File: src/sv/vna_pkg.sv
// Shared types, constants and codes for the vertex normal accumulator.
package vna_pkg;

  localparam int IDX_W            = 12;
  localparam int CRD_W            = 24;
  localparam int SUM_W            = 24;
  localparam int UNIT_W           = 16;
  localparam int VEC_W            = 51;
  localparam int UNIT_ONE         = 16384;
  localparam int ADDR_SPAN        = 4096;
  localparam int MAX_VERTICES_DEF = 4096;
  localparam int QUEUE_DEPTH      = 2;

  typedef enum logic [1:0] {
    OP_WRITE    = 2'd0,
    OP_TRIANGLE = 2'd1,
    OP_READ     = 2'd2,
    OP_UNUSED   = 2'd3
  } opcode_t;

  typedef enum logic [1:0] {
    CMD_WRITE,
    CMD_TRIANGLE,
    CMD_READ,
    CMD_READ_MISS
  } cmd_kind_t;

  typedef logic [2:0][CRD_W-1:0] vec3_t;

  typedef struct packed {
    cmd_kind_t               kind;
    logic [IDX_W-1:0]        a;
    logic [IDX_W-1:0]        b;
    logic [IDX_W-1:0]        c;
    vec3_t                   pos;
  } cmd_t;

  typedef struct packed {
    logic [IDX_W-1:0]         vertex;
    logic signed [UNIT_W-1:0] ux;
    logic signed [UNIT_W-1:0] uy;
    logic signed [UNIT_W-1:0] uz;
    logic                     zero_sum;
  } result_t;

  typedef struct packed {
    logic                    start;
    logic signed [VEC_W-1:0] x;
    logic signed [VEC_W-1:0] y;
    logic signed [VEC_W-1:0] z;
  } unit_req_t;

  typedef struct packed {
    logic                     done;
    logic                     nz;
    logic signed [UNIT_W-1:0] ux;
    logic signed [UNIT_W-1:0] uy;
    logic signed [UNIT_W-1:0] uz;
  } unit_rsp_t;

  typedef enum logic [3:0] {
    BK_IDLE,
    BK_POS,
    BK_EDGE,
    BK_CROSS,
    BK_SUMRD,
    BK_SUMLD,
    BK_UGO,
    BK_UWAIT,
    BK_ACC,
    BK_EMIT
  } back_state_t;

  typedef enum logic [2:0] {
    UN_IDLE,
    UN_SHIFT,
    UN_SQUARE,
    UN_ROOT,
    UN_DIVSET,
    UN_DIV,
    UN_DONE
  } unit_state_t;

endpackage

File: src/sv/vna_fifo.sv
// Small register queue with full/empty flags.
module vna_fifo #(
  parameter int W     = 8,
  parameter int DEPTH = 2
) (
  input  logic         clk,
  input  logic         rst_n,
  input  logic         push,
  input  logic [W-1:0] din,
  output logic         full,
  input  logic         pop,
  output logic [W-1:0] dout,
  output logic         empty
);

  localparam int PW = (DEPTH > 1) ? $clog2(DEPTH) : 1;

  logic [W-1:0] mem_r [DEPTH];
  logic [PW-1:0] wp_r, rp_r;
  logic [PW:0]   count_r, count_nxt;
  logic          do_push, do_pop;

  assign full    = (count_r == (PW+1)'(DEPTH));
  assign empty   = (count_r == '0);
  assign do_push = push && !full;
  assign do_pop  = pop && !empty;
  assign dout    = mem_r[rp_r];

  always_comb begin
    count_nxt = count_r;
    if (do_push && !do_pop) begin
      count_nxt = count_r + 1'b1;
    end else if (do_pop && !do_push) begin
      count_nxt = count_r - 1'b1;
    end
  end

  always_ff @(posedge clk) begin
    if (!rst_n) begin
      wp_r    <= '0;
      rp_r    <= '0;
      count_r <= '0;
    end else begin
      if (do_push) begin
        wp_r <= (wp_r == PW'(DEPTH-1)) ? '0 : wp_r + 1'b1;
      end
      if (do_pop) begin
        rp_r <= (rp_r == PW'(DEPTH-1)) ? '0 : rp_r + 1'b1;
      end
      count_r <= count_nxt;
    end
  end

  always_ff @(posedge clk) begin
    if (do_push) begin
      mem_r[wp_r] <= din;
    end
  end

endmodule

File: src/sv/vna_front.sv
// Front end: accepts input beats, drops ignored ones, queues commands.
module vna_front #(
  parameter int MAX_VERTICES = vna_pkg::MAX_VERTICES_DEF
) (
  input  logic                            clk,
  input  logic                            rst_n,
  input  logic                            push,
  output logic                            full,
  input  logic [1:0]                      opcode,
  input  logic [vna_pkg::IDX_W-1:0]       first_corner,
  input  logic [vna_pkg::IDX_W-1:0]       second_corner,
  input  logic [vna_pkg::IDX_W-1:0]       third_corner,
  input  logic signed [vna_pkg::CRD_W-1:0] coord_x,
  input  logic signed [vna_pkg::CRD_W-1:0] coord_y,
  input  logic signed [vna_pkg::CRD_W-1:0] coord_z,
  output vna_pkg::cmd_t                   cmd,
  output logic                            cmd_valid,
  input  logic                            cmd_pop
);

  localparam int CW = $bits(vna_pkg::cmd_t);

  vna_pkg::cmd_t  cls;
  logic           keep;
  logic           ra, rb, rc;
  logic           q_empty;
  logic [CW-1:0]  q_dout;

  assign ra = 32'(first_corner)  < 32'(MAX_VERTICES);
  assign rb = 32'(second_corner) < 32'(MAX_VERTICES);
  assign rc = 32'(third_corner)  < 32'(MAX_VERTICES);

  always_comb begin
    cls.kind   = vna_pkg::CMD_WRITE;
    cls.a      = first_corner;
    cls.b      = second_corner;
    cls.c      = third_corner;
    cls.pos[0] = coord_x;
    cls.pos[1] = coord_y;
    cls.pos[2] = coord_z;
    keep       = 1'b0;
    unique case (vna_pkg::opcode_t'(opcode))
      vna_pkg::OP_WRITE: begin
        keep = ra;
      end
      vna_pkg::OP_TRIANGLE: begin
        cls.kind = vna_pkg::CMD_TRIANGLE;
        keep     = ra && rb && rc;
      end
      vna_pkg::OP_READ: begin
        cls.kind = ra ? vna_pkg::CMD_READ : vna_pkg::CMD_READ_MISS;
        keep     = 1'b1;
      end
      default: begin
        keep = 1'b0;
      end
    endcase
  end

  vna_fifo #(
    .W     (CW),
    .DEPTH (vna_pkg::QUEUE_DEPTH)
  ) u_cmd_q (
    .clk   (clk),
    .rst_n (rst_n),
    .push  (push && keep),
    .din   (cls),
    .full  (full),
    .pop   (cmd_pop),
    .dout  (q_dout),
    .empty (q_empty)
  );

  assign cmd       = q_dout;
  assign cmd_valid = !q_empty;

endmodule

File: config.mk
export PLATFORM = sky130hd
export DESIGN_NAME = vna_front
export DESIGN_NICKNAME = d
export VERILOG_FILES = /design/src/sv/vna_pkg.sv /design/src/sv/vna_fifo.sv /design/src/sv/vna_front.sv
export SDC_FILE = /design/constraint.sdc
export NUM_CORES = 1
export LEC_CHECK = 0
export BUFFER_PORTS_ARGS = -buffer_cell sky130_fd_sc_hd__buf_2
export CORE_UTILIZATION = 40
export DETAILED_ROUTE_END_ITERATION = 10
export PLACE_DENSITY = 0.73
export SYNTH_ARGS = -nofsm -noshare
export SYNTH_HDL_FRONTEND = slang
export SYNTH_SLANG_ARGS = --single-unit
File: constraint.sdc
create_clock -name clk -period 7 [get_ports clk]
set_clock_uncertainty 0.15 [all_clocks]
set_input_delay 0.35 -clock clk [delete_from_list [all_inputs] [get_ports clk]]
set_output_delay 0.35 -clock clk [all_outputs]
set_load 0.1 [all_outputs]
Word level (Yosys, flattened, before mapping)
Memories as Yosys holds them, arrays and structs flattened. A register that Yosys moved wholly into a read port is not among the register bits.
Index checks and enable logic that the tools add are counted.
W data, S select, Z words.
- input bits: 114
- RAM bits: 220
- word-level logic and storage cells: 34
- memories kept: 1
- register bits after elaboration: 4
- output and inout port bits: 112
- add/subtract/negate cells: 4
- reduce and logical (&&, ||, !) cells: 13
- multiplexer cells: 10
- equal/unequal tests: 3
- memories (memory ; depth ; width ; rd ports ; clocked after Yosys merged registers in ; write ports ; RTL line ; RTL):
    u_cmd_q.mem_r ; 2 ; 110 ; 1 ; 1 ; 1 ; vna_fifo.sv:18 ; logic [W-1:0] mem_r [DEPTH];
- operators with widths (kind ; number):
    $mux W1 ; 7
    $logic_and A1 B1 Y1 ; 5
    $eq A2 B2 Y1 const B ; 2
    $logic_not A1 Y1 ; 4
    $logic_not A2 Y1 ; 2
    $mux W2 ; 2
    $pmux W2 S2 ; 1
    $reduce_or A3 Y1 ; 1
    $add A1 B1 Y1 const B ; 2
    $add A2 B1 Y2 const B ; 1
    $eq A2 B1 Y1 const B ; 1
    $reduce_bool A2 Y1 ; 1
    $sub A2 B1 Y2 const B ; 1

Logic depth before layout (Yosys ltp)
- depth after elaboration: 9
- gate-level depth with buffers: 6
- gate-level depth less buffers: 6

By module
A second synthesis with hierarchy kept.
- cells, all modules: 371
- area total of the unflattened synthesis: 8230.4 um^2
- by module, submodules not included (module ; times used ; sequential area each (um^2) ; cells each ; area an instance (um^2)):
    vna_fifo ; 1 ; 6706.4 ; 367 ; 8204.1
    vna_front ; 1 ; 0.0 ; 4 ; 26.3

Least setup slack after synthesis
OpenSTA, ideal clock, no wires.
- path kind: reg-to-reg
- start: register u_cmd_q.count_r[0]
- end: memory u_cmd_q.mem_r[0][0] (netlist name) (enable)
- setup time: 0.593 ns
- period minus slack after synthesis: 6.811 ns
- slack: 0.189 ns
- data arrival time: 6.068 ns
- required time: 6.257 ns
- path buffers: 0
- stages on the path, launching flop included: 4
- path through: dfxtp_1 -> nor2b_1 -> a211oi_4 -> nor2b_1
- cells in the longest elaborated chain, start to end: 5
- RTL lines (element ; RTL line ; RTL):
    from (decl) ; vna_fifo.sv:20 ; logic [PW:0] count_r, count_nxt;
    from (signal assigned) ; vna_fifo.sv:50 ; count_r <= count_nxt;
    $eq A2 B2 Y1 ; vna_fifo.sv:23 ; assign full = (count_r == (PW+1)'(DEPTH));
    net full ; vna_front.sv:8 ; output logic full,
    $logic_not A1 Y1 ; vna_fifo.sv:25 ; assign do_push = push && !full;
    $logic_and A1 B1 Y1 ; vna_fifo.sv:25 ;
    $mux W1 ; vna_fifo.sv:55 ; if (do_push) begin
    $mux W1 (not written as such) ; vna_fifo.sv:56 ; mem_r[wp_r] <= din;
    to (decl) ; vna_fifo.sv:18 ;
The timed path passes the listed nets, and every way through them passes these cells.

==> out/qor_table.md <==
| Quantity | Reported | Unit |
| --- | --- | --- |
| Achievable Freq | 0.301 | GHz |
| Status | complete, no violations | - |
| Setup slack at placement | 3.83 | ns |
| Post-synthesis xor/xnor area fraction | 0.00321 | - |
| Simple-gate share of the synthesized area | 0.00886 | - |
| Clock Sinks | 225 | - |
| Syn_nets | 484 | - |
| Leading cell types by count after synthesis | 220 x sky130_fd_sc_hd__edfxtp_1, 97 x sky130_fd_sc_hd__mux2_2, 13 x sky130_fd_sc_hd__mux2_1 | - |
| Worst min path class | primary input to flip-flop | - |
| Setup crit end kind | primary output | - |
| Most common cell in the synthesized netlist | sky130_fd_sc_hd__edfxtp_1 | - |
| Proportion of layout cells with a drive suffix above 1 | 0.493 | - |
| Placed cell areas | 0.00960 | sq mm |
| Row Count | 51 | - |
| Wire length after detailed routing | 16800 | um |
| Number of non-filler instances in the completed layout | 1003 | - |
| Worst reg2reg startpoint | u_cmd_q.count_r[0] | - |
| Combined global-route utilization of all metal layers | 0.156 | - |
| Largest net degree at the start of global routing | 84 | - |
| Total instance count after detailed placement | 850 | - |
| Number of buffers inserted by port buffering | 225 | - |
| Largest family of logic cells by synthesized area | multiplexers | - |
| Crit Path Class | flip-flop to primary output | - |
| Highest signal layer in the routed design | met4 | - |
| Adder and majority gate portion of the synthesized area | 0.00153 | - |
| Antenna violations before repair | 1 | - |
| Area share of the leading cell type in the synthesized netlist | 0.806 | - |
| Multiplexer share of the synthesized area | 0.152 | - |
| # Max-Cap Violations | 0 | - |
| Via count of the first global-routing pass | 5145 | - |
| RePlAce Congestion | 0.730 | - |
| Routed metal-1 wirelength | 6520 | um |
| Predominant post-synthesis flop cell | sky130_fd_sc_hd__edfxtp_1 | - |
| Shortest period the worst path allows | 3.32 | ns |
| Routed wire length on met3 | 1060 | um |
| Number of cells on the worst reg-to-reg path | 4 | - |
| Crit-path max FO | 81 | - |
| Deepest clock path buffer count | 3 | - |
| Antenna-violating nets left | 0 | - |
| Die Y-Extent | 145 | um |
| Post-CTS sizing | 0 | - |
| Buffers inserted during post-CTS setup optimization | 0 | - |
| Leading cell types by total area after synthesis | sky130_fd_sc_hd__edfxtp_1 81%, sky130_fd_sc_hd__mux2_2 13%, sky130_fd_sc_hd__mux2_1 1.8% | - |
| Number of enable flip-flop cells after synthesis | 220 | - |
| Ports | 226 | - |
| Critical Path Sink | cmd[91] | - |
| Finished layout cell area | 0.0114 | sq mm |
| Number of detailed-routing iterations run before antenna repair | 4 | - |
| Via density per instance | 4.67 | - |
| Cell leakage power | 4.28 | nW |
| Number of buffers created by CTS | 24 | - |
| Final Setup Violations | 0 | - |
| Net total in the final layout | 835 | - |
| Latest clock arrival within the worst-skew pair | 0.50 | ns |
| Crit Reg-Reg Endpoint | u_cmd_q.mem_r[0][108] | - |
| Final worst setup slack | 3.68 | ns |
| Final critical-path share of the clock period | 0.475 | - |
| Count of distinct cell types in the synthesized netlist | 21 | - |
| CTS clk-pin slew, worst paths | 0.06 | ns |
| Via count of the routed design | 4681 | - |
| Area growth syn-to-layout | 39.5 | % |
| First-pass GRT wire length | 26100 | um |
| GR Overflow Total | 0 | - |
| 1st-iter DRT viols | 181 | - |
| Accumulated negative setup slack | 0 | ns |
| Die outline width | 145 | um |
| Seq/Total Area, Yosys | 0.819 | - |
| Most area-hungry cell type in the Yosys netlist | sky130_fd_sc_hd__edfxtp_1 | - |
| Mapped cell area | 0.00819 | sq mm |
| Number of standard cells after synthesis | 369 | - |
| Actual slew at the worst max-slew pin | 1.15 | ns |
| Worst IR drop on VDD | 467 | uV |
| WL/cell | 16.7 | um |
| Arrival time worst endpoint | 2.82 | ns |
| Synthesized area per cell | 22.2 | sq um |
| Startpoint class of the critical path | flip-flop | - |
| Hold buffers post-CTS | 109 | - |
| Total DRC errors in the routed layout | 0 | - |
| Master cell of the clock root buffer | sky130_fd_sc_hd__clkbuf_16 | - |
| Count of final hold-check violations | 0 | - |
| Max Slew Vio Count | 0 | - |
| RSZ-0062 raised after global routing | no | - |
| Placeable core area | 0.0198 | sq mm |
| Met2 WL post-DR | 8790 | um |
| Synth warnings | 0 | - |
| Complex-gate fraction of the synthesized area | 0.00458 | - |
| #FFs+latches synth | 225 | - |
| Required time at the worst-slack endpoint | 6.50 | ns |
| Total power density per cell area | 460 | mW/mm^2 |
| Clock tree from TritonCTS | yes | - |
| Asr flop ratio synth | 0 | - |
| Headroom to the max-slew limit | 0.233 | - |
| Floorplan die area | 0.0211 | sq mm |
| Initial cell density of the core | 0.414 | - |
| Sum of net half-perimeters after detailed placement | 9910 | um |
| CTS HTree Levels | 1 | - |
| R2r setup slk | 3.81 | ns |
## metal layers
layer  vias up  GRT usage
li1       2166          -
met1      2302      0.173
met2       178      0.289
met3        35     0.0381
met4         0     0.0542
met5         -          0
## cell type report
cell class	instances	area (sq um)
Clock buffer	29	641
Multi-Input combinational cell	131	1410
Tap cell	265	332
Antenna cell	2	5.00
Clock inverter	13	93.8
Timing Repair Buffer	337	2240
Fill cell	1511	8350
Sequential cell	225	6710
Inverter	1	3.75
## flip-flops by register name (all words and copies together), names as in the netlist, named ones only
register         flops
u_cmd_q.rp_r         1
u_cmd_q.wp_r         1
u_cmd_q.mem_r      220
u_cmd_q.count_r      2
## kinds of logic (layout without fill, tap and decap cells)
family	count (synthesis)	count (layout)
XOR/XNOR	3	3
adder cells (fa/ha/maj)	1	1
other	0	2
multiplexers	111	111
AND/OR/NAND/NOR	12	12
buffers and inverters	13	380
flip-flops	225	225
AO/OA/AOI/OAI	4	4
## where the power goes
group          internal (W)  leakage, nW  switching, W
logic              0.000439         1.83       0.00190
clock network      0.000687        0.365      0.000484
registers           0.00168         2.08     0.0000667
## stage by stage
step                total power (W)  utilization  hold slack (ns)
global placement            0.00404        0.485            0.333
floorplan                   0.00377            -            0.299
CTS                         0.00529        0.578           0.0382
detailed placement          0.00407        0.485            0.375
global route                0.00542        0.578           0.0462
finish                      0.00526        0.578           0.0615
## worst min-delay path by stage
stage | startpoint | endpoint | slack, ns | cells past startpoint
finish | opcode[1] | u_cmd_q.mem_r[1][108] | 0.06 | 2
floorplan | coord_x[0] | u_cmd_q.mem_r[0][0] | 0.30 | 0
global route | opcode[1] | u_cmd_q.mem_r[1][108] | 0.05 | 2
CTS | opcode[1] | u_cmd_q.mem_r[1][108] | 0.04 | 2
detailed placement | u_cmd_q.count_r[1] | u_cmd_q.count_r[1] | 0.38 | 2
global placement | u_cmd_q.count_r[1] | u_cmd_q.count_r[1] | 0.33 | 2
## layout by cell type, fill, tap and decap left out, types with 2 or more instances in the layout
| cell type | instances |
|---|---|
| sky130_fd_sc_hd__buf_2 | 225 |
| sky130_fd_sc_hd__edfxtp_1 | 220 |
| sky130_fd_sc_hd__dlygate4sd3_1 | 109 |
| sky130_fd_sc_hd__mux2_2 | 97 |
| sky130_fd_sc_hd__clkbuf_16 | 25 |
| sky130_fd_sc_hd__mux2_1 | 13 |
| sky130_fd_sc_hd__clkinv_1 | 5 |
| sky130_fd_sc_hd__clkinv_2 | 5 |
| sky130_fd_sc_hd__clkbuf_1 | 4 |
| sky130_fd_sc_hd__dfxtp_1 | 4 |
| sky130_fd_sc_hd__nor2b_1 | 3 |
| sky130_fd_sc_hd__and2_1 | 3 |
| sky130_fd_sc_hd__buf_4 | 3 |
| sky130_fd_sc_hd__diode_2 | 2 |
| sky130_fd_sc_hd__xnor2_1 | 2 |
## critical path, cell delays in order (launching register included)
cell	delay (ns)
sky130_fd_sc_hd__dfxtp_4	0.59
sky130_fd_sc_hd__buf_4	0.92
sky130_fd_sc_hd__mux2_2	0.35
sky130_fd_sc_hd__buf_2	0.43
Note: power is estimated with default switching activity, not from simulation.
