File: src/sv/vna_fifo.sv
// Small register queue with full/empty flags.
module vna_fifo #(
  parameter int W     = 8,
  parameter int DEPTH = 2
) (
  input  logic         clk,
  input  logic         rst_n,
  input  logic         push,
  input  logic [W-1:0] din,
  output logic         full,
  input  logic         pop,
  output logic [W-1:0] dout,
  output logic         empty
);

  localparam int PW = (DEPTH > 1) ? $clog2(DEPTH) : 1;

  logic [W-1:0] mem_r [DEPTH];
  logic [PW-1:0] wp_r, rp_r;
  logic [PW:0]   count_r, count_nxt;
  logic          do_push, do_pop;

  assign full    = (count_r == (PW+1)'(DEPTH));
  assign empty   = (count_r == '0);
  assign do_push = push && !full;
  assign do_pop  = pop && !empty;
  assign dout    = mem_r[rp_r];

  always_comb begin
    count_nxt = count_r;
    if (do_push && !do_pop) begin
      count_nxt = count_r + 1'b1;
    end else if (do_pop && !do_push) begin
      count_nxt = count_r - 1'b1;
    end
  end

  always_ff @(posedge clk) begin
    if (!rst_n) begin
      wp_r    <= '0;
      rp_r    <= '0;
      count_r <= '0;
    end else begin
      if (do_push) begin
        wp_r <= (wp_r == PW'(DEPTH-1)) ? '0 : wp_r + 1'b1;
      end
      if (do_pop) begin
        rp_r <= (rp_r == PW'(DEPTH-1)) ? '0 : rp_r + 1'b1;
      end
      count_r <= count_nxt;
    end
  end

  always_ff @(posedge clk) begin
    if (do_push) begin
      mem_r[wp_r] <= din;
    end
  end

endmodule

File: config.mk
export PLATFORM = sky130hd
export DESIGN_NAME = vna_fifo
export DESIGN_NICKNAME = d
export VERILOG_FILES = /design/src/sv/vna_fifo.sv
export SDC_FILE = /design/constraint.sdc
export NUM_CORES = 1
export LEC_CHECK = 0
export BUFFER_PORTS_ARGS = -buffer_cell sky130_fd_sc_hd__buf_2
export CAP_MARGIN = 25
export CORE_MARGIN = 2
export CORE_UTILIZATION = 40
export DETAILED_ROUTE_END_ITERATION = 8
export SLEW_MARGIN = 20
export SYNTH_ARGS = -nofsm -noshare
export SYNTH_HDL_FRONTEND = slang
export SYNTH_SLANG_ARGS = --single-unit
File: constraint.sdc
create_clock -name clk -period 1.7 [get_ports clk]
set_input_delay 0.34 -clock clk [delete_from_list [all_inputs] [get_ports clk]]
set_output_delay 0.34 -clock clk [all_outputs]
set_load 0.02 [all_outputs]
; Yosys cells after proc, flatten, opt, wreduce, memory -nomap -nowiden
; Memories as Yosys holds them, arrays and structs flattened. A register that Yosys moved wholly into a read port is not among the register bits.
; Cells that the tools add are included.
[totals]
reg_bits = 4
elab_cells = 27
memories = 1
output_inout_bits = 10
in_bits = 12
ram_bits = 16
[mem_list]
columns = name, words, word_bits, read_ports, rd_ports_with_merged_regs, wr, line
row1 = mem_r, 2, 8, 1, 1, 1, 18  ; logic [W-1:0] mem_r [DEPTH];
[op_classes]
n_addsub = 4
n_mux = 8
n_eq_ne = 1
reduce_logical = 10
[ops]
columns = cell, n
row1 = two-way mux 1 bit, 6
row2 = logical AND 1 bit, 4
row3 = logical NOT 1 bit, 4
row4 = two-way mux 2 bit, 2
row5 = "adder 1 bit, second input constant", 2
row6 = "adder 2 x 1 -> 2 bit, second input constant", 1
row7 = "== test 2 bit, second input constant", 1
row8 = logical NOT 2 bit, 1
row9 = nonzero test 2 bit, 1
row10 = "subtractor 2 x 1 -> 2 bit, second input constant", 1

; Longest topological paths before layout
; Gate-level depths: netlist of the first run.
[logic_depth]
depth_word = 7
mapped_depth = 7
ltp_nobuf = 7

; Worst setup path after synthesis of the first run
; No wires, ideal clock.
[synth_timing]
kind = flip-flop to flip-flop
startpoint = register count_r[0]
endpoint = register count_r[1]
stages_incl_launch_ff = 7
setup_time_ns = 0.070
slack_ns = 0.168
arrival_ns = 1.462
required_ns = 1.630
path_buffers = 0
synth_period_minus_slack_ns = 1.532
path_cell_list = dfxtp_1 nand2b_1 inv_2 nor2_1 ha_1 or3_1 a21boi_1
[synth_via]
elab_chain_len = 6
word_cells_on_any_way = 15
cone_classes = add/sub (2) / eq/ne (1) / mux (2) / reduce/logical (10)
[synth_rtl]
columns = element, line
row1 = start: declaration, 20  ; logic [PW:0] count_r, count_nxt;
row2 = start signal: assignment, 50  ; count_r <= count_nxt;
row3 = == test 2 bit (*), 23  ; assign full = (count_r == (PW+1)'(DEPTH));
row4 = named net full, 10  ; output logic full,
row5 = logical NOT 1 bit (*), 25  ; assign do_push = push && !full;
row6 = logical AND 1 bit (*), 25
row7 = named net do_push, 21  ; logic do_push, do_pop;
row8 = logical NOT 1 bit, 33  ; end else if (do_pop && !do_push) begin
row9 = logical AND 1 bit, 33
row10 = nonzero test 2 bit (no source line), --
; Mark *: on every way through the listed nets, which the timed path passes. The rest lies on a longest branch. The select of a mux whose other input is x is not followed.
; A chain may end at the register's enable or synchronous reset.

==> Implementation_results.wiki, run 1 <==
{| class="wikitable"
! Metric !! Value
|-
| Number of I/O port buffers || 21
|-
| # IOs || 22
|-
| Post-synth top area cell || edfxtp_1
|-
| Vias in the first global route || 459
|-
| Fin Clk Skew || 0.00264 ns
|-
| Final count of pins violating max slew || 0
|-
| Number of max-cap violations || 0
|-
| Biggest area contributors in the synthesized netlist || edfxtp_1, dfxtp_1, mux2_2
|-
| Wirelength, routed || 1.19 mm
|-
| Minimum setup slack after placement || 0.150 ns
|-
| Layout cell share with drive strength beyond 1 || 50.0%
|-
| Starting utilization of the core area || 41.7%
|-
| Synthesized instance count || 50
|-
| Number of synthesized register bits || 21
|-
| Share of the core filled with cells in the final layout || 50.8%
|-
| Sinks on Clock Net || 21
|-
| Multi-input combinational cell area || 216 sq um
|-
| Avg Inst Size Synth || 16.2 sq um
|-
| Number of rows in the core area || 16
|-
| Number of warning messages in the yosys log || 0
|-
| Global-route usage over all layers || 11.2%
|-
| Drt first pass iters || 4
|-
| # H-tree levels || 1
|-
| Post-CTS Hold Buffers || 0
|-
| Detail-routed net length per standard cell || 11.5 um
|-
| Element type at the critical path end || primary output
|-
| PwrDens || 1480 mW/mm^2
|-
| HPWL Detailed || 876 um
|-
| Highest ir drop seen on vdd || 0.836 mV
|-
| Wire length of the first global-routing pass || 1.96 mm
|-
| Critical setup path kind || register to primary output
|-
| Count of unresolved DRC violations after routing || 0
|-
| Inserted Clock Buffers || 3
|-
| Number of unique standard cell types used by synthesis || 20
|-
| Worst reg2reg setup slack || 0.12 ns
|-
| Remaining global-route overflow || 0
|-
| Number of hold-slack violations in the final timing report || 0
|-
| Slew at the pin closest to its max-slew limit || 0.396 ns
|-
| Worst hold path type || primary input to register
|-
| Capture point of the worst reg-to-reg path || count_r[1]
|-
| Top-area cell type share of the netlist area || 59.4%
|-
| List of cells traversed by the critical path || mux2_2 -> buf_2
|-
| Mapped Nets || 63
|-
| Library cell contributing the largest single delay on the critical path || dfxtp_2
|-
| Global placement routability congestion || 0.629
|-
| Die area || 0.00240 sq mm
|-
| Type of element launching the critical path || register
|-
| Number of nets at the end of the flow || 90
|-
| Post-synthesis instance area || 810 sq um
|-
| # Post-CTS Setup Buffers || 0
|-
| Max Root-Sink Buffers || 2
|-
| Unrepaired setup endpoints after global routing || false
|-
| Total negative slack for setup checks || 0 ns
|-
| Worst skew pair latency || 0.29 ns
|-
| Ant diodes || 0
|-
| Vertical die dimension || 49.0 um
|-
| Total setup violations reported at the end of the flow || 0
|-
| Number of antenna violations at the first check in global routing || 0
|-
| Area growth from synthesis to final layout || 21.9%
|-
| Critical Path Fanout Max || 8
|-
| Highest clock rate || 0.624 GHz
|-
| Maximum number of pins on one net before global-route repair || 13
|-
| Static Leakage || 0.000392 uW
|-
| Depth of the most critical reg-to-reg path || 6
|-
| Required time worst endpoint || 1.36 ns
|-
| Master cell of the clock root buffer || clkbuf_4
|-
| Sequential area share after synthesis || 71.7%
|-
| Clock slew at the register clock pins of the worst setup and hold paths || 0.11 ns
|-
| Startpoint of the worst register-to-register path || count_r[0]
|-
| TritonCTS clock tree || done
|-
| Core region area || 0.00194 sq mm
|-
| Result of the run || finished clean
|-
| Final antenna-violating net count || 0
|-
| Delay of the slowest cell on the worst path || 0.45 ns
|-
| Critical hold path startpoint || din[6]
|-
| Post-route fraction of the period consumed by the critical path || 94.3%
|-
| Filler instances || 185
|-
| Normalized max-slew margin || 73.6%
|-
| Area used by sequential logic in the layout || 582 sq um
|-
| Average via count per standard cell || 4.52
|-
| Critical path endpoint || dout[2]
|-
| DRC marker count from the first detailed-route iteration || 2
|-
| Via total after detailed routing || 466
|-
| Final min period || 1.60 ns
|-
| Setup slack after layout || 0.0973 ns
|-
| Data arrival time of the critical path || 1.26 ns
|-
| Die boundary width || 49.0 um
|}
through the flow:
stage | hold WS (ns) | area (sq um) | cells | total power [uW]
after floorplan | 0.439 | 810 | 50 | 1090
after global placement | 0.515 | 958 | 99 | 1240
after global routing | 0.215 | 987 | 103 | 1550
after detailed placement | 0.515 | 958 | 99 | 1250
after CTS | 0.219 | 987 | 103 | 1480
final | 0.228 | 987 | 103 | 1460
what timing repair did:
action	CTS	global route
endpoints found under the setup margin	8	0
hold endpoints to repair	0	0
gates resized for setup	1	0
flip-flops by register name (all words and copies together), names as in the netlist, named ones only:
| register | cells |
|---|---|
| mem_r | 16 |
| rp_r | 1 |
| wp_r | 1 |
| count_r | 2 |
worst min-delay path by stage:
| stage | depth (start not counted) | slack [ns] | to |
|---|---|---|---|
| 3_5_place_dp | 2 | 0.51 | count_r[1] |
| 6_report | 1 | 0.23 | mem_r[0][6] |
| 3_3_place_gp | 2 | 0.51 | count_r[1] |
| 2_1_floorplan | 0 | 0.44 | mem_r[0][0] |
| 5_1_grt | 1 | 0.21 | mem_r[0][1] |
| 4_1_cts | 1 | 0.22 | mem_r[1][4] |
report_power, final:
part	internal, uW	switching, uW
clock network	87.4	139
logic	238	272
registers	657	67.2
per-layer routing:
| layer | vias up | track usage (%) | wire length (um) |
|---|---|---|---|
| met1 | 224 | 12.1 | 485 |
| li1 | 233 | - | - |
| met3 | 0 | 3.68 | 62 |
| met2 | 9 | 20.1 | 641 |
| met5 | - | 0 | 0 |
| met4 | 0 | 4.29 | 0 |
cell families after synthesis:
family,after synthesis,share of synthesized area (%)
multiplexers,8,11.1
AND/OR/NAND/NOR,9,6.80
AO/OA/AOI/OAI,5,4.02
buffers and inverters,3,1.54
adder cells (fa/ha/maj),1,1.55
XOR/XNOR,3,3.25
flip-flops,21,71.7
cells in the final DEF (no fill, tap or decap):
cell / netlist / routed
a21boi_1: 1 / 1
o21ai_1: 1 / 1
nor2_1: 2 / 2
buf_4: 0 / 2
o21a_1: 1 / 1
a21boi_0: 1 / 1
xor2_1: 1 / 1
xnor2_1: 2 / 2
edfxtp_1: 16 / 16
nor3_2: 1 / 1
or3_1: 1 / 1
dfxtp_2: 0 / 1
clkinv_2: 0 / 1
ha_1: 1 / 1
inv_2: 1 / 1
and3_1: 1 / 1
and2_1: 3 / 3
buf_2: 1 / 21
clkbuf_4: 0 / 3
inv_1: 1 / 1
o21ai_0: 1 / 1
mux2_2: 8 / 8
nand2b_1: 1 / 1
dfxtp_1: 5 / 4
critical path: cells and delay by family (launching register included):
kind	cells	cell delay [ns]
buffers and inverters	1	0.16
flip-flops	1	0.45
multiplexers	1	0.36
layout make-up:
cell class / count / share of cell area [%]
tap: 27 / 3.42
clock inverter: 1 / 0.507
clock buffer: 3 / 2.28
sequential: 21 / 58.9
timing repair buffer: 23 / 12.2
multi-input combinational: 26 / 21.9
inverter: 2 / 0.760
Yosys cell counts (all sizes together):
cell type / number
o21ai: 2
nor2: 2
edfxtp: 16
ha: 1
inv: 2
xor2: 1
o21a: 1
nand2b: 1
and3: 1
mux2: 8
dfxtp: 5
and2: 3
nor3: 1
buf: 1
xnor2: 2
a21boi: 2
or3: 1
Note: power is estimated with default switching activity, not from simulation.
==> run 2, diff against run 1 <==
--- a/config.mk
+++ b/config.mk
@@ -8,9 +8,9 @@
 export BUFFER_PORTS_ARGS = -buffer_cell sky130_fd_sc_hd__buf_2
 export CAP_MARGIN = 25
 export CORE_MARGIN = 2
-export CORE_UTILIZATION = 40
+export CORE_UTILIZATION = 49
 export DETAILED_ROUTE_END_ITERATION = 8
-export SLEW_MARGIN = 20
+export PLACE_DENSITY = 0.75
 export SYNTH_ARGS = -nofsm -noshare
 export SYNTH_HDL_FRONTEND = slang
 export SYNTH_SLANG_ARGS = --single-unit
==> run 2 against run 1 <==
Net effect: clock-buffer cell count did not move; sequential share of layout area rose by 1.3 points; design area fell by 2.2%; clock skew fell by 0.0011 ns; power fell by 0.96%; sequential power barely moved; global-route usage rose by 1.9 points; critical path type unchanged; highest routed layer is now met4.
==> Implementation_results.wiki, run 2 (same netlist as run 1, synthesis figures left out) <==
{| class="wikitable"
! Metric !! Value
|-
| Result of the run || finished clean
|-
| Post-CTS resize count || 1 (unchanged)
|-
| # Post-CTS Setup Buffers || 0 (unchanged)
|-
| Master cell of the clock root buffer || clkbuf_4
|-
| # H-tree levels || 1 (unchanged)
|-
| Critical Path Fanout Max || 8 (unchanged)
|-
| Static Leakage || 0.000387 uW (-1.3%)
|-
| Multi-input combinational cell area || 216 sq um (unchanged)
|-
| Share of total power in combinational logic || 34.6% (-0.3 points)
|-
| Detail-routed net length per standard cell || 12.6 um (+9.7%)
|-
| Setup slack after layout || 0.120 ns (+0.0228 ns)
|-
| # IOs || 22 (unchanged)
|-
| HPWL Detailed || 861 um (-1.8%)
|-
| Final count of pins violating max slew || 0 (unchanged)
|-
| Proportion of power drawn by the clock network || 15.4% (about the same)
|-
| Number of max-cap violations || 0 (unchanged)
|-
| Die boundary width || 44.6 um (-8.9%)
|-
| Number of I/O port buffers || 21 (unchanged)
|-
| Layout cell share with drive strength beyond 1 || 49.3% (-0.67 points)
|-
| Clock slew at the register clock pins of the worst setup and hold paths || 0.11 ns (about the same)
|-
| Core region area || 0.00152 sq mm (-22%)
|-
| Most frequent standard cell in the layout excluding fill and tap cells || buf_2
|-
| Global-route usage over all layers || 13.1% (+1.9 points)
|-
| Internal power contribution || 975 uW (-0.75%)
|-
| Flip-flop count of the largest register, all copies and words added || 16 (unchanged)
|-
| Wirelength, routed || 1.15 mm (-3.1%)
|-
| Fin Clk Skew || 0.00155 ns (-0.00108 ns)
|-
| Finished Cell Area || 966 sq um (-2.2%)
|-
| Vertical die dimension || 44.6 um (-8.9%)
|-
| Count of unresolved DRC violations after routing || 0 (unchanged)
|-
| Registers with the most flip-flops || mem_r x16, count_r x2
|-
| Max Root-Sink Buffers || 2 (unchanged)
|-
| Highest ir drop seen on vdd || 0.842 mV (+0.76%)
|-
| Total negative slack for setup checks || 0 ns (unchanged)
|-
| Number of hold-slack violations in the final timing report || 0 (unchanged)
|-
| Placed Instance Area || 937 sq um (-2.2%)
|-
| DRC marker count from the first detailed-route iteration || 6 (+4)
|-
| Element type at the critical path end || primary output
|-
| Type of element launching the critical path || register
|-
| Vias in the first global route || 484 (+5.4%)
|-
| Die area || 0.00199 sq mm (-17%)
|-
| Post-CTS Hold Buffers || 0 (unchanged)
|-
| Overall power || 1450 uW (-0.96%)
|-
| Via total after detailed routing || 463 (-0.64%)
|-
| Number of nets at the end of the flow || 89 (-1.1%)
|-
| Starting utilization of the core area || 53.1% (+11 points)
|-
| Drt first pass iters || 2 (-2)
|-
| Top register by number of flip-flops || mem_r
|-
| Sw Share || 32.6% (-0.15 points)
|-
| Area used by sequential logic in the layout || 582 sq um (unchanged)
|-
| Wire length of the first global-routing pass || 1.82 mm (-7.0%)
|-
| Critical setup path kind || register to primary output
|-
| Worst hold path type || primary input to register
|-
| Filler instances || 115 (-38%)
|-
| Final min period || 1.58 ns (-0.0228 ns)
|-
| Minimum setup slack after placement || 0.157 ns (+0.00722 ns)
|-
| Maximum number of pins on one net before global-route repair || 13 (unchanged)
|-
| Post-route worst hold slack || 0.230 ns (+0.00115 ns)
|-
| Slew at the pin closest to its max-slew limit || 0.367 ns (-0.0291 ns)
|-
| Average via count per standard cell || 5.09 (+12%)
|-
| Worst skew pair latency || 0.29 ns (about the same)
|-
| Data arrival time of the critical path || 1.24 ns (-0.02 ns)
|-
| Required time worst endpoint || 1.36 ns (about the same)
|-
| TritonCTS clock tree || done
|-
| Number of rows in the core area || 14 (-2)
|-
| Highest clock rate || 0.633 GHz (+1.4%)
|-
| Total setup violations reported at the end of the flow || 0 (unchanged)
|-
| Unrepaired setup endpoints after global routing || false
|-
| Global placement routability congestion || 0.692 (+10%)
|-
| Post-route fraction of the period consumed by the critical path || 92.9% (-1.3 points)
|-
| Leading cell types in the layout, fill and taps excluded || buf_2, edfxtp_1, mux2_2, dfxtp_1
|-
| Inserted Clock Buffers || 3 (unchanged)
|-
| Sinks on Clock Net || 21 (unchanged)
|-
| Power share of the sequential group || 50.0% (+0.4 points)
|-
| Normalized max-slew margin || 75.5% (+1.9 points)
|-
| Number of antenna violations at the first check in global routing || 0 (unchanged)
|-
| PwrDens || 1500 mW/mm^2 (+1.2%)
|-
| Final antenna-violating net count || 0 (unchanged)
|-
| Sw Pwr || 471 uW (-1.4%)
|-
| Remaining global-route overflow || 0 (unchanged)
|-
| Ant diodes || 0 (unchanged)
|-
| Area growth from synthesis to final layout || 19.3%
|}
## run 2: cell count changes in the layout (fill, tap and decap cells not counted), sizes merged
| cell | delta |
|---|---|
| buf | -1 |
## run 2: path summary, 6_finish.rpt
kind | end | slack (ns) | from | cells past startpoint
worst min register to register | count_r[1] | 0.53 | count_r[1] | 2
worst min-delay path | mem_r[1][2] | 0.23 | din[2] | 1
worst max-delay path | dout[0] | 0.12 | register | 2
worst max register to register | count_r[1] | 0.13 | count_r[0] | 6
## run 2: power by group through the flow
stage / registers (uW) / clock network, uW / logic, uW
after global routing: 736 / 255 / 548
final: 723 / 223 / 500
after detailed placement: 737 / 0 / 505
after CTS: 727 / 237 / 507
after global placement: 730 / 0 / 495
after floorplan: 700 / 0 / 393
## run 2: final cells by class
cell class / instances / area share [%]
clock buffers: 3 / 2.33
clock inverters: 1 / 0.518
inverters: 2 / 0.777
multi-input cells: 26 / 22.4
flip-flops and latches: 21 / 60.2
well taps: 16 / 2.07
repair buffers: 22 / 11.7
## run 2: critical path, stage by stage (launching register included)
cell,delay (ns)
dfxtp_2,0.44
mux2_2,0.35
buf_2,0.16
## run 2: through the flow
stage               utilization, %  cells
finish                        63.4     91
global route                  63.4     91
CTS                           63.4     91
detailed placement            61.5     87
global placement              61.5     87
floorplan                        -     50
## run 2: layer usage
layer / wire [um] / vias up / track usage [%]
met1: 448 / 218 / 14.2
met5: 0 / - / 0
met2: 618 / 13 / 23.5
li1: - / 230 / -
met4: 6 / 0 / 7.27
met3: 77 / 2 / 2.45
