==> config.mk <==
export PLATFORM = sky130hd
export DESIGN_NAME = vna_unit
export DESIGN_NICKNAME = d
export VERILOG_FILES = /design/src/sv/vna_pkg.sv /design/src/sv/vna_unit.sv
export SDC_FILE = /design/constraint.sdc
export NUM_CORES = 2
export LEC_CHECK = 0
export ABC_AREA = 1
export BUFFER_PORTS_ARGS = -buffer_cell sky130_fd_sc_hd__buf_2
export CAP_MARGIN = 20
export CORE_MARGIN = 2
export CORE_UTILIZATION = 65
export CTS_CLUSTER_DIAMETER = 40
export DETAILED_ROUTE_END_ITERATION = 6
export PLACE_DENSITY = 0.84
export SLEW_MARGIN = 20
export SYNTH_ARGS = -nofsm -noshare
export SYNTH_HDL_FRONTEND = slang
export SYNTH_SLANG_ARGS = --single-unit
==> constraint.sdc <==
create_clock -name clk -period 14.8 [get_ports clk]
set_input_delay 1.48 -clock clk [delete_from_list [all_inputs] [get_ports clk]]
set_output_delay 1.48 -clock clk [all_outputs]
set_load 0.005 [all_outputs]
==> src/sv/vna_pkg.sv <==
// Shared types, constants and codes for the vertex normal accumulator.
package vna_pkg;

  localparam int IDX_W            = 12;
  localparam int CRD_W            = 24;
  localparam int SUM_W            = 24;
  localparam int UNIT_W           = 16;
  localparam int VEC_W            = 51;
  localparam int UNIT_ONE         = 16384;
  localparam int ADDR_SPAN        = 4096;
  localparam int MAX_VERTICES_DEF = 4096;
  localparam int QUEUE_DEPTH      = 2;

  typedef enum logic [1:0] {
    OP_WRITE    = 2'd0,
    OP_TRIANGLE = 2'd1,
    OP_READ     = 2'd2,
    OP_UNUSED   = 2'd3
  } opcode_t;

  typedef enum logic [1:0] {
    CMD_WRITE,
    CMD_TRIANGLE,
    CMD_READ,
    CMD_READ_MISS
  } cmd_kind_t;

  typedef logic [2:0][CRD_W-1:0] vec3_t;

  typedef struct packed {
    cmd_kind_t               kind;
    logic [IDX_W-1:0]        a;
    logic [IDX_W-1:0]        b;
    logic [IDX_W-1:0]        c;
    vec3_t                   pos;
  } cmd_t;

  typedef struct packed {
    logic [IDX_W-1:0]         vertex;
    logic signed [UNIT_W-1:0] ux;
    logic signed [UNIT_W-1:0] uy;
    logic signed [UNIT_W-1:0] uz;
    logic                     zero_sum;
  } result_t;

  typedef struct packed {
    logic                    start;
    logic signed [VEC_W-1:0] x;
    logic signed [VEC_W-1:0] y;
    logic signed [VEC_W-1:0] z;
  } unit_req_t;

  typedef struct packed {
    logic                     done;
    logic                     nz;
    logic signed [UNIT_W-1:0] ux;
    logic signed [UNIT_W-1:0] uy;
    logic signed [UNIT_W-1:0] uz;
  } unit_rsp_t;

  typedef enum logic [3:0] {
    BK_IDLE,
    BK_POS,
    BK_EDGE,
    BK_CROSS,
    BK_SUMRD,
    BK_SUMLD,
    BK_UGO,
    BK_UWAIT,
    BK_ACC,
    BK_EMIT
  } back_state_t;

  typedef enum logic [2:0] {
    UN_IDLE,
    UN_SHIFT,
    UN_SQUARE,
    UN_ROOT,
    UN_DIVSET,
    UN_DIV,
    UN_DONE
  } unit_state_t;

endpackage

==> src/sv/vna_unit.sv <==
// Normalizer: scales a vector to a Q1.14 unit vector, bit-serial root and divide.
module vna_unit (
  input  logic               clk,
  input  logic               rst_n,
  input  vna_pkg::unit_req_t req,
  output vna_pkg::unit_rsp_t rsp
);

  localparam int VW    = vna_pkg::VEC_W;
  localparam int NW    = 30;
  localparam int SQ_W  = 62;
  localparam int RT_W  = 63;
  localparam int LEN_W = 31;
  localparam int DIV_W = 46;
  localparam int Q_W   = vna_pkg::UNIT_W;

  vna_pkg::unit_state_t state_r, state_nxt;

  logic signed [VW-1:0] c_in [3];
  logic [VW-1:0]        mag_in [3];
  logic                 neg_in [3];
  logic [VW-1:0]        m_in;

  logic [VW-1:0]        mag_r [3];
  logic                 neg_r [3];
  logic [VW-1:0]        m_r;
  logic [3:0]           cnt_r;
  logic [1:0]           comp_r;
  logic [2*NW-1:0]      prod_r;
  logic [SQ_W-1:0]      sq_r;
  logic [RT_W-1:0]      v_r, root_r, bit_r;
  logic [DIV_W-1:0]     rem_r, den_r;
  logic [Q_W-1:0]       q_r;
  logic signed [Q_W-1:0] u_r [3];
  logic                 nz_r;

  logic [1:0]           sq_sel;
  logic [NW-1:0]        sq_op;
  logic [RT_W-1:0]      trial;
  logic                 root_ge;
  logic [LEN_W-1:0]     len;
  logic [NW-1:0]        div_mag;
  logic                 div_ge;
  logic [Q_W-1:0]       q_nxt, q_cl;
  logic signed [Q_W-1:0] u_val;
  logic                 m_high, in_band;

  always_comb begin
    c_in[0] = req.x;
    c_in[1] = req.y;
    c_in[2] = req.z;
    m_in    = '0;
    for (int k = 0; k < 3; k++) begin
      neg_in[k] = c_in[k][VW-1];
      mag_in[k] = neg_in[k] ? VW'(~c_in[k] + 1'b1) : VW'(c_in[k]);
      if (mag_in[k] > m_in) begin
        m_in = mag_in[k];
      end
    end
  end

  assign m_high  = (m_r[VW-1:NW] != '0);
  assign in_band = !m_high && m_r[NW-1];
  assign sq_sel  = (cnt_r < 4'd3) ? cnt_r[1:0] : 2'd0;
  assign sq_op   = mag_r[sq_sel][NW-1:0];
  assign trial   = root_r + bit_r;
  assign root_ge = (v_r >= trial);
  assign len     = root_r[LEN_W-1:0];
  assign div_mag = mag_r[comp_r][NW-1:0];
  assign div_ge  = (rem_r >= den_r);
  assign q_nxt   = {q_r[Q_W-2:0], div_ge};
  assign q_cl    = (q_nxt > Q_W'(vna_pkg::UNIT_ONE)) ? Q_W'(vna_pkg::UNIT_ONE) : q_nxt;
  assign u_val   = neg_r[comp_r] ? -signed'(q_cl) : signed'(q_cl);

  always_comb begin
    state_nxt = state_r;
    unique case (state_r)
      vna_pkg::UN_IDLE: begin
        if (req.start) begin
          state_nxt = (m_in == '0) ? vna_pkg::UN_DONE : vna_pkg::UN_SHIFT;
        end
      end
      vna_pkg::UN_SHIFT: begin
        if (in_band) state_nxt = vna_pkg::UN_SQUARE;
      end
      vna_pkg::UN_SQUARE: begin
        if (cnt_r == 4'd3) state_nxt = vna_pkg::UN_ROOT;
      end
      vna_pkg::UN_ROOT: begin
        if (bit_r[0]) state_nxt = vna_pkg::UN_DIVSET;
      end
      vna_pkg::UN_DIVSET: begin
        state_nxt = vna_pkg::UN_DIV;
      end
      vna_pkg::UN_DIV: begin
        if (cnt_r == 4'd15) begin
          state_nxt = (comp_r == 2'd2) ? vna_pkg::UN_DONE : vna_pkg::UN_DIVSET;
        end
      end
      vna_pkg::UN_DONE: begin
        state_nxt = vna_pkg::UN_IDLE;
      end
      default: begin
        state_nxt = vna_pkg::UN_IDLE;
      end
    endcase
  end

  always_comb begin
    rsp.done = (state_r == vna_pkg::UN_DONE);
    rsp.nz   = nz_r;
    rsp.ux   = u_r[0];
    rsp.uy   = u_r[1];
    rsp.uz   = u_r[2];
  end

  always_ff @(posedge clk) begin
    if (!rst_n) begin
      state_r <= vna_pkg::UN_IDLE;
    end else begin
      state_r <= state_nxt;
    end
  end

  always_ff @(posedge clk) begin
    case (state_r)
      vna_pkg::UN_IDLE: begin
        if (req.start) begin
          for (int k = 0; k < 3; k++) begin
            mag_r[k] <= mag_in[k];
            neg_r[k] <= neg_in[k];
            u_r[k]   <= '0;
          end
          m_r  <= m_in;
          nz_r <= 1'b0;
        end
      end
      vna_pkg::UN_SHIFT: begin
        if (m_high) begin
          for (int k = 0; k < 3; k++) mag_r[k] <= mag_r[k] >> 1;
          m_r <= m_r >> 1;
        end else if (!m_r[NW-1]) begin
          for (int k = 0; k < 3; k++) mag_r[k] <= mag_r[k] << 1;
          m_r <= m_r << 1;
        end
        cnt_r <= '0;
        sq_r  <= '0;
      end
      vna_pkg::UN_SQUARE: begin
        prod_r <= sq_op * sq_op;
        if (cnt_r != '0) sq_r <= sq_r + SQ_W'(prod_r);
        cnt_r <= cnt_r + 1'b1;
        if (cnt_r == 4'd3) begin
          v_r    <= RT_W'(sq_r + SQ_W'(prod_r));
          root_r <= '0;
          bit_r  <= RT_W'(1) << (RT_W-1);
        end
      end
      vna_pkg::UN_ROOT: begin
        if (root_ge) begin
          v_r    <= v_r - trial;
          root_r <= (root_r >> 1) + bit_r;
        end else begin
          root_r <= root_r >> 1;
        end
        bit_r  <= bit_r >> 2;
        comp_r <= '0;
      end
      vna_pkg::UN_DIVSET: begin
        rem_r <= DIV_W'({div_mag, 14'b0}) + DIV_W'(len >> 1);
        den_r <= DIV_W'(len) << (Q_W-1);
        q_r   <= '0;
        cnt_r <= '0;
      end
      vna_pkg::UN_DIV: begin
        if (div_ge) rem_r <= rem_r - den_r;
        den_r <= den_r >> 1;
        q_r   <= q_nxt;
        cnt_r <= cnt_r + 1'b1;
        if (cnt_r == 4'd15) begin
          u_r[comp_r] <= u_val;
          comp_r      <= comp_r + 1'b1;
          if (comp_r == 2'd2) nz_r <= 1'b1;
        end
      end
      default: begin
      end
    endcase
  end

endmodule

### After elaboration in Yosys (flattened, before gate mapping)

Memory sizes are Yosys's and may differ from the RTL's. A register that Yosys moved wholly into a read port is not among the register bits.
Cells that the tools add are included.
W data, S select, Z words.

* register bits: 479
* RAM bits: 204
* output and inout port bits: 50
* logic and storage cells: 157
* memories: 3

Memory list
* mag_r: words 3, width 51, rd ports 5, clocked after Yosys merged registers in 1, write ports 3, line vna_unit.sv:24 `logic [VW-1:0] mag_r [3];`
* u_r: words 3, width 16, rd ports 3, clocked after Yosys merged registers in 0, write ports 3, line vna_unit.sv:34 `logic signed [Q_W-1:0] u_r [3];`
* neg_r: words 3, width 1, rd ports 1, clocked after Yosys merged registers in 1, write ports 3, line vna_unit.sv:25 `logic neg_r [3];`

* add/subtract/negate cells: 13
* $mul: 1
* order comparisons: 7
* equal/unequal tests: 19
* mux-type cells: 66
* bitwise gates (word level): 9
* reductions and logical operators: 25

Operator list (count)
* $mux W51: 15
* $pmux W63 S2: 3
* $mux W63: 5
* $pmux W46 S2: 2
* $add A51 B1 Y51 const B: 3
* $not A51 Y51: 3
* $pmux W62 S2: 1
* $gt A51 B51 Y1: 2
* $pmux W51 S2: 1
* $add A62 B60 Y63: 1
* $add A62 B63 Y63: 1
* $add A63 B63 Y63: 1
* $ge A63 B63 Y1: 1
* $sub A63 B63 Y63: 1
* $add A62 B60 Y62: 1
* $mux W62: 1
* $mul A30 B30 Y60: 1
* $gt A51 B1 Y1 const B: 1
* $logic_not A51 Y1: 1
* $mux W16: 3
* $ge A46 B46 Y1: 1
* $mux W46: 1
* $sub A46 B46 Y46: 1
* $add A44 B30 Y45: 1
* 34 further kinds: 88

### Depth between registers and ports, before layout

* depth after elaboration: 13
* gate-level depth with buffers: 52

### Worst setup path before layout

Ideal clock, no wire load.

* path kind: register -> register
* start point: reg root_r[2]
* end point: reg v_r[0] (enable)
* setup time: 0.562 ns
* arrival time: 8.503 ns
* path slack: 5.736 ns
* cell stages (with the launch flop): 35
* buffers on the path: 1
* path through: edfxtp_1 > ha_1 > nand3_1 > nand2_1 > nand2_1 > nand2_1 > nand2_1 > nand2_1 > nand2_1 > nand2_1 > nand2_1 > nand2_1 > a21oi_1 > inv_1 > nand2_1 > nand2_1 > a21oi_1 > o21ai_0 > nand3_1 > nand2_1 > nand3_1 > nand3_1 > nand2_1 > nand2_1 > ha_1 > nand2_1 > nor2_1 > inv_1 > nor2_1 > nand2_1 > or4_1 > nand3_2 > nor2_4 > buf_4 > nor3_1

* cells in the longest elaborated chain, start to end: 4

Ends and longest elaborated chain
* from (decl): line vna_unit.sv:31 `logic [RT_W-1:0] v_r, root_r, bit_r;`
* from (signal assigned): line vna_unit.sv:162 `root_r <= (root_r >> 1) + bit_r;`
* from (signal assigned): line vna_unit.sv:164 `root_r <= root_r >> 1;`
* $add A63 B63 Y63: line vna_unit.sv:66 `assign trial = root_r + bit_r;`
* $ge A63 B63 Y1: line vna_unit.sv:67 `assign root_ge = (v_r >= trial);`
* $ne A2 B2 Y1 (no line)
* $reduce_and A3 Y1 (no line)
* to (signal assigned): line vna_unit.sv:154 `v_r <= RT_W'(sq_r + SQ_W'(prod_r));`
* to (signal assigned): line vna_unit.sv:161 `v_r <= v_r - trial;`
* to (decl): line vna_unit.sv:31

No other way between the ends.
A chain may end at the register's enable or synchronous reset.

### Final worst setup path

* start point: reg cnt_r[0]
* end point: reg prod_r[51] (data pin)

* cells in the longest elaborated chain, start to end: 4

Ends and longest elaborated chain
* from (decl): line vna_unit.sv:27 `logic [3:0] cnt_r;`
* from (signal assigned): line vna_unit.sv:152 `cnt_r <= cnt_r + 1'b1;`
* from (signal assigned): line vna_unit.sv:179 `cnt_r <= cnt_r + 1'b1;`
* $lt A4 B2 Y1: line vna_unit.sv:64 `assign sq_sel = (cnt_r < 4'd3) ? cnt_r[1:0] : 2'd0;`
* $mux W2 *: line vna_unit.sv:64
* $mem_v2 Z3 W51 *
* $mul A30 B30 Y60 *: line vna_unit.sv:150 `prod_r <= sq_op * sq_op;`
* to (signal assigned): line vna_unit.sv:150
* to (decl): line vna_unit.sv:29 `logic [2*NW-1:0] prod_r;`

Mark *: on every way between the ends. The rest lies on a longest branch, timed or not.

==> qor.csv <==
stage,metric,value,unit
outcome,outcome,"finished, violations left",
outcome,violations,design-rule violations,
yosys,netlist_area,79900,sq um
floorplanning,die_y,355,um
floorplanning,dieArea,126000,sq um
clock_network,clockBufferDepth,3,
floorplanning,initial_core_util,65.6,%
setup_path,cp.buffers_inverters,11,
clock_network,cts_made_buffers,104,
clock_network,cts.sinks,653,
setup_path,required,15260,ps
detailed_routing,drt-initial-drc-count,10200,
detailed_routing,routed-via-count,76300,
setup_path,critPathTopFamily,adder cells,
detailed_routing,wl,285000,um
yosys,yosysWarnings,0,
grt,grt_overflow,0,
yosys,synthArstFlopShare,0,%
grt,grt_max_degree,146,
place,post-dp-hpwl,224000,um
clock_network,clk_latency,740,ps
sta,worst_slew_pin_slew,1270,ps
final_layout,final_layout_size_suffix_gt1_share,5.57,%
yosys,yosys_register_bits,653,
detailed_routing,drc,4,
detailed_routing,ant_nets,0,
yosys,synth-compound-area-share,12.9,%
run,maxCapViolCount,0,
yosys,synth.area.top_cells,"edfxtp_1 24%, fa_1 18%, ha_1 9.5%",
yosys,synth-xor-area-share,4.26,%
hold_path,hold_path_class,flip-flop to flip-flop,
grt,grt_pass1_wl,434000,um
yosys,synthCells,10400,
yosys,synth_top_area_share,24.3,%
clock_network,h-tree-depth,3,
yosys,synthSimpleGateAreaFrac,20.6,%
clock_network,root_buffer,clkbuf_16,
floorplanning,fp-row-count,128,
yosys,yosysSeqAreaShare,24.5,%
detailed_routing,firstDrtPassIters,7,
place,gp_congestion,1.11,
yosys,yosysMostFrequentCell,inv_1,
grt,grt_pass1_vias,75300,
final_layout,nFillCells,9744,
setup_path,critical_path_class,flip-flop to flip-flop,
setup_path,critPathCaptureType,flip-flop,
sta,rsz0062_at_grt,false,
floorplanning,die_w,355,um
yosys,yosysTopAreaCell,edfxtp_1,
sta,relSlewSlack,14.8,%
yosys,syn_nets,11900,
final_layout,nNetsFinal,12000,
yosys,yosys-top-cells-count,"1915 x inv_1, 1891 x nand2_1, 1434 x nor2_1, 711 x fa_1, 711 x o21ai_0",
sta,finalCriticalPeriod,10810,ps
clock_network,cts_resized,0,
setup_path,slowest_stage,o311ai_0,
detailed_routing,wl_per_cell,23.2,um
grt,antenna_found_initial,24,
sta,setup_viol,0,
yosys,muxShareOfSynthArea,0.0125,%
yosys,yosysUniqueCellTypes,77,
setup_path,critical_path.max_stage_delay,940,ps
yosys,dominantRegCellSynth,edfxtp_1,
sta,fin_crit_sh,73.0,%
clock_network,clkTransAtPathRegs,60,ps
grt,track_usage,45.0,%
detailed_routing,avgViaCountPerCell,6.21,
yosys,avgSynthCellArea,7.65,sq um
clock_network,postCtsSetupRepairBufs,0,
sta,hold_violations,0,
yosys,synth_fa_ha_area_share,27.3,%
floorplanning,core_region_area,122000,sq um
final_layout,area_delta_synth_final,8.02,%
sta,tns,0,ps
place,port_buffers,205,
floorplanning,ios,206,
sta,fin_worst_skew,71.4,ps
setup_path,crit_arrival,11270,ps
setup_path,start_kind,flip-flop,
yosys,synth_edf_count,648,
sta,max_freq,92.5,MHz
yosys,synth_top_family_by_area,adder cells,
setup_path,critPathMaxFanout,36,
sta,final_max_slew_viol_count,0,
clock_network,cts_tree,built,
clock_network,cts_hold_buf,0,
[metal layers]
metal | track usage (%) | up-vias | part of all wire, %
met5 | 0 | - | 0.096
met4 | 24.9 | 34 | 6.8
met1 | 56.5 | 35900 | 36
li1 | - | 34000 | -
met2 | 70.1 | 5124 | 44
met3 | 12.8 | 1190 | 13
[final cells by class]
| type | instances | area, sq um | area share [%] |
|---|---|---|---|
| Multi-Input combinational cell | 7576 | 52100 | 60.4 |
| Sequential cell | 653 | 19600 | 22.6 |
| Inverter | 1935 | 7270 | 8.42 |
| Clock buffer | 113 | 2660 | 3.08 |
| Tap cell | 1625 | 2030 | 2.35 |
| Timing Repair Buffer | 292 | 1720 | 1.99 |
| Clock inverter | 83 | 946 | 1.10 |
| Antenna cell | 11 | 27.5 | 0.0319 |
[layout by cell type (no fill, tap or decap), types with 66 or more instances in the layout]
| cell | synthesis | routed |
|---|---|---|
| xnor2_1 | 139 | 139 |
| buf_4 | 10 | 83 |
| o211ai_1 | 95 | 95 |
| nand4_1 | 66 | 66 |
| xor2_1 | 248 | 248 |
| inv_1 | 1915 | 1912 |
| edfxtp_1 | 648 | 648 |
| buf_2 | 16 | 205 |
| o22ai_1 | 69 | 69 |
| a31oi_1 | 87 | 86 |
| nor3_1 | 68 | 66 |
| clkbuf_16 | 0 | 105 |
| ha_1 | 605 | 605 |
| nor2_1 | 1434 | 1431 |
| nand3_1 | 429 | 427 |
| a21oi_1 | 581 | 581 |
| nand2_1 | 1891 | 1885 |
| o21ai_0 | 711 | 703 |
| fa_1 | 711 | 711 |
[path summary, 6_finish.rpt]
path / start / to / slack [ps] / cells past startpoint
worst min-delay path: state_r[1] / state_r[1] / 560 / 2
worst max register to register: cnt_r[0] / prod_r[51] / 3990 / 31
worst min register to register: state_r[1] / state_r[1] / 560 / 2
worst max-delay path: cnt_r[0] / prod_r[51] / 3990 / 31
[metrics by stage]
step | setup WS [ps] | cell area (sq um) | hold slack (ps) | cells | utilization (%)
after global routing | 3460 | 86300 | 574 | 12300 | 70.8
final | 3990 | 86400 | 557 | 12300 | 70.9
after global placement | 3940 | 82700 | 525 | 12100 | 67.8
after CTS | 3520 | 86300 | 557 | 12300 | 70.8
after floorplan | 5740 | 79900 | 493 | 10400 | -
after detailed placement | 3600 | 82700 | 533 | 12100 | 67.8
[registers in the layout (all words and copies together) (netlist names), 46 cells and up, named ones only]
signal	count
rem_r	46
u_r	48
sq_r	62
v_r	63
m_r	51
root_r	63
prod_r	59
mag_r	153
den_r	46
[cell families (layout without fill, tap and decap cells)]
| kind of cell | after synthesis | in the layout |
|---|---|---|
| AND/OR/NAND/NOR | 4042 | 4042 |
| buffers and inverters | 2218 | 2423 |
| AO/OA/AOI/OAI | 1829 | 1829 |
| adder cells (fa/ha/maj) | 1316 | 1316 |
| flip-flops | 653 | 653 |
| XOR/XNOR | 388 | 388 |
| multiplexers | 1 | 1 |
| other | 0 | 11 |
[worst register-to-register path, delay by kind of cell, from the launching register on]
kind / cells / cell delay, ps
buffers and inverters: 11 / 2030
AO/OA/AOI/OAI: 3 / 1830
flip-flops: 1 / 470
adder cells (fa/ha/maj): 10 / 4690
AND/OR/NAND/NOR: 6 / 1370
XOR/XNOR: 1 / 190
Power is not shown: default switching activity piles up to over one toggle a cycle in this logic, so the estimate is an artifact.
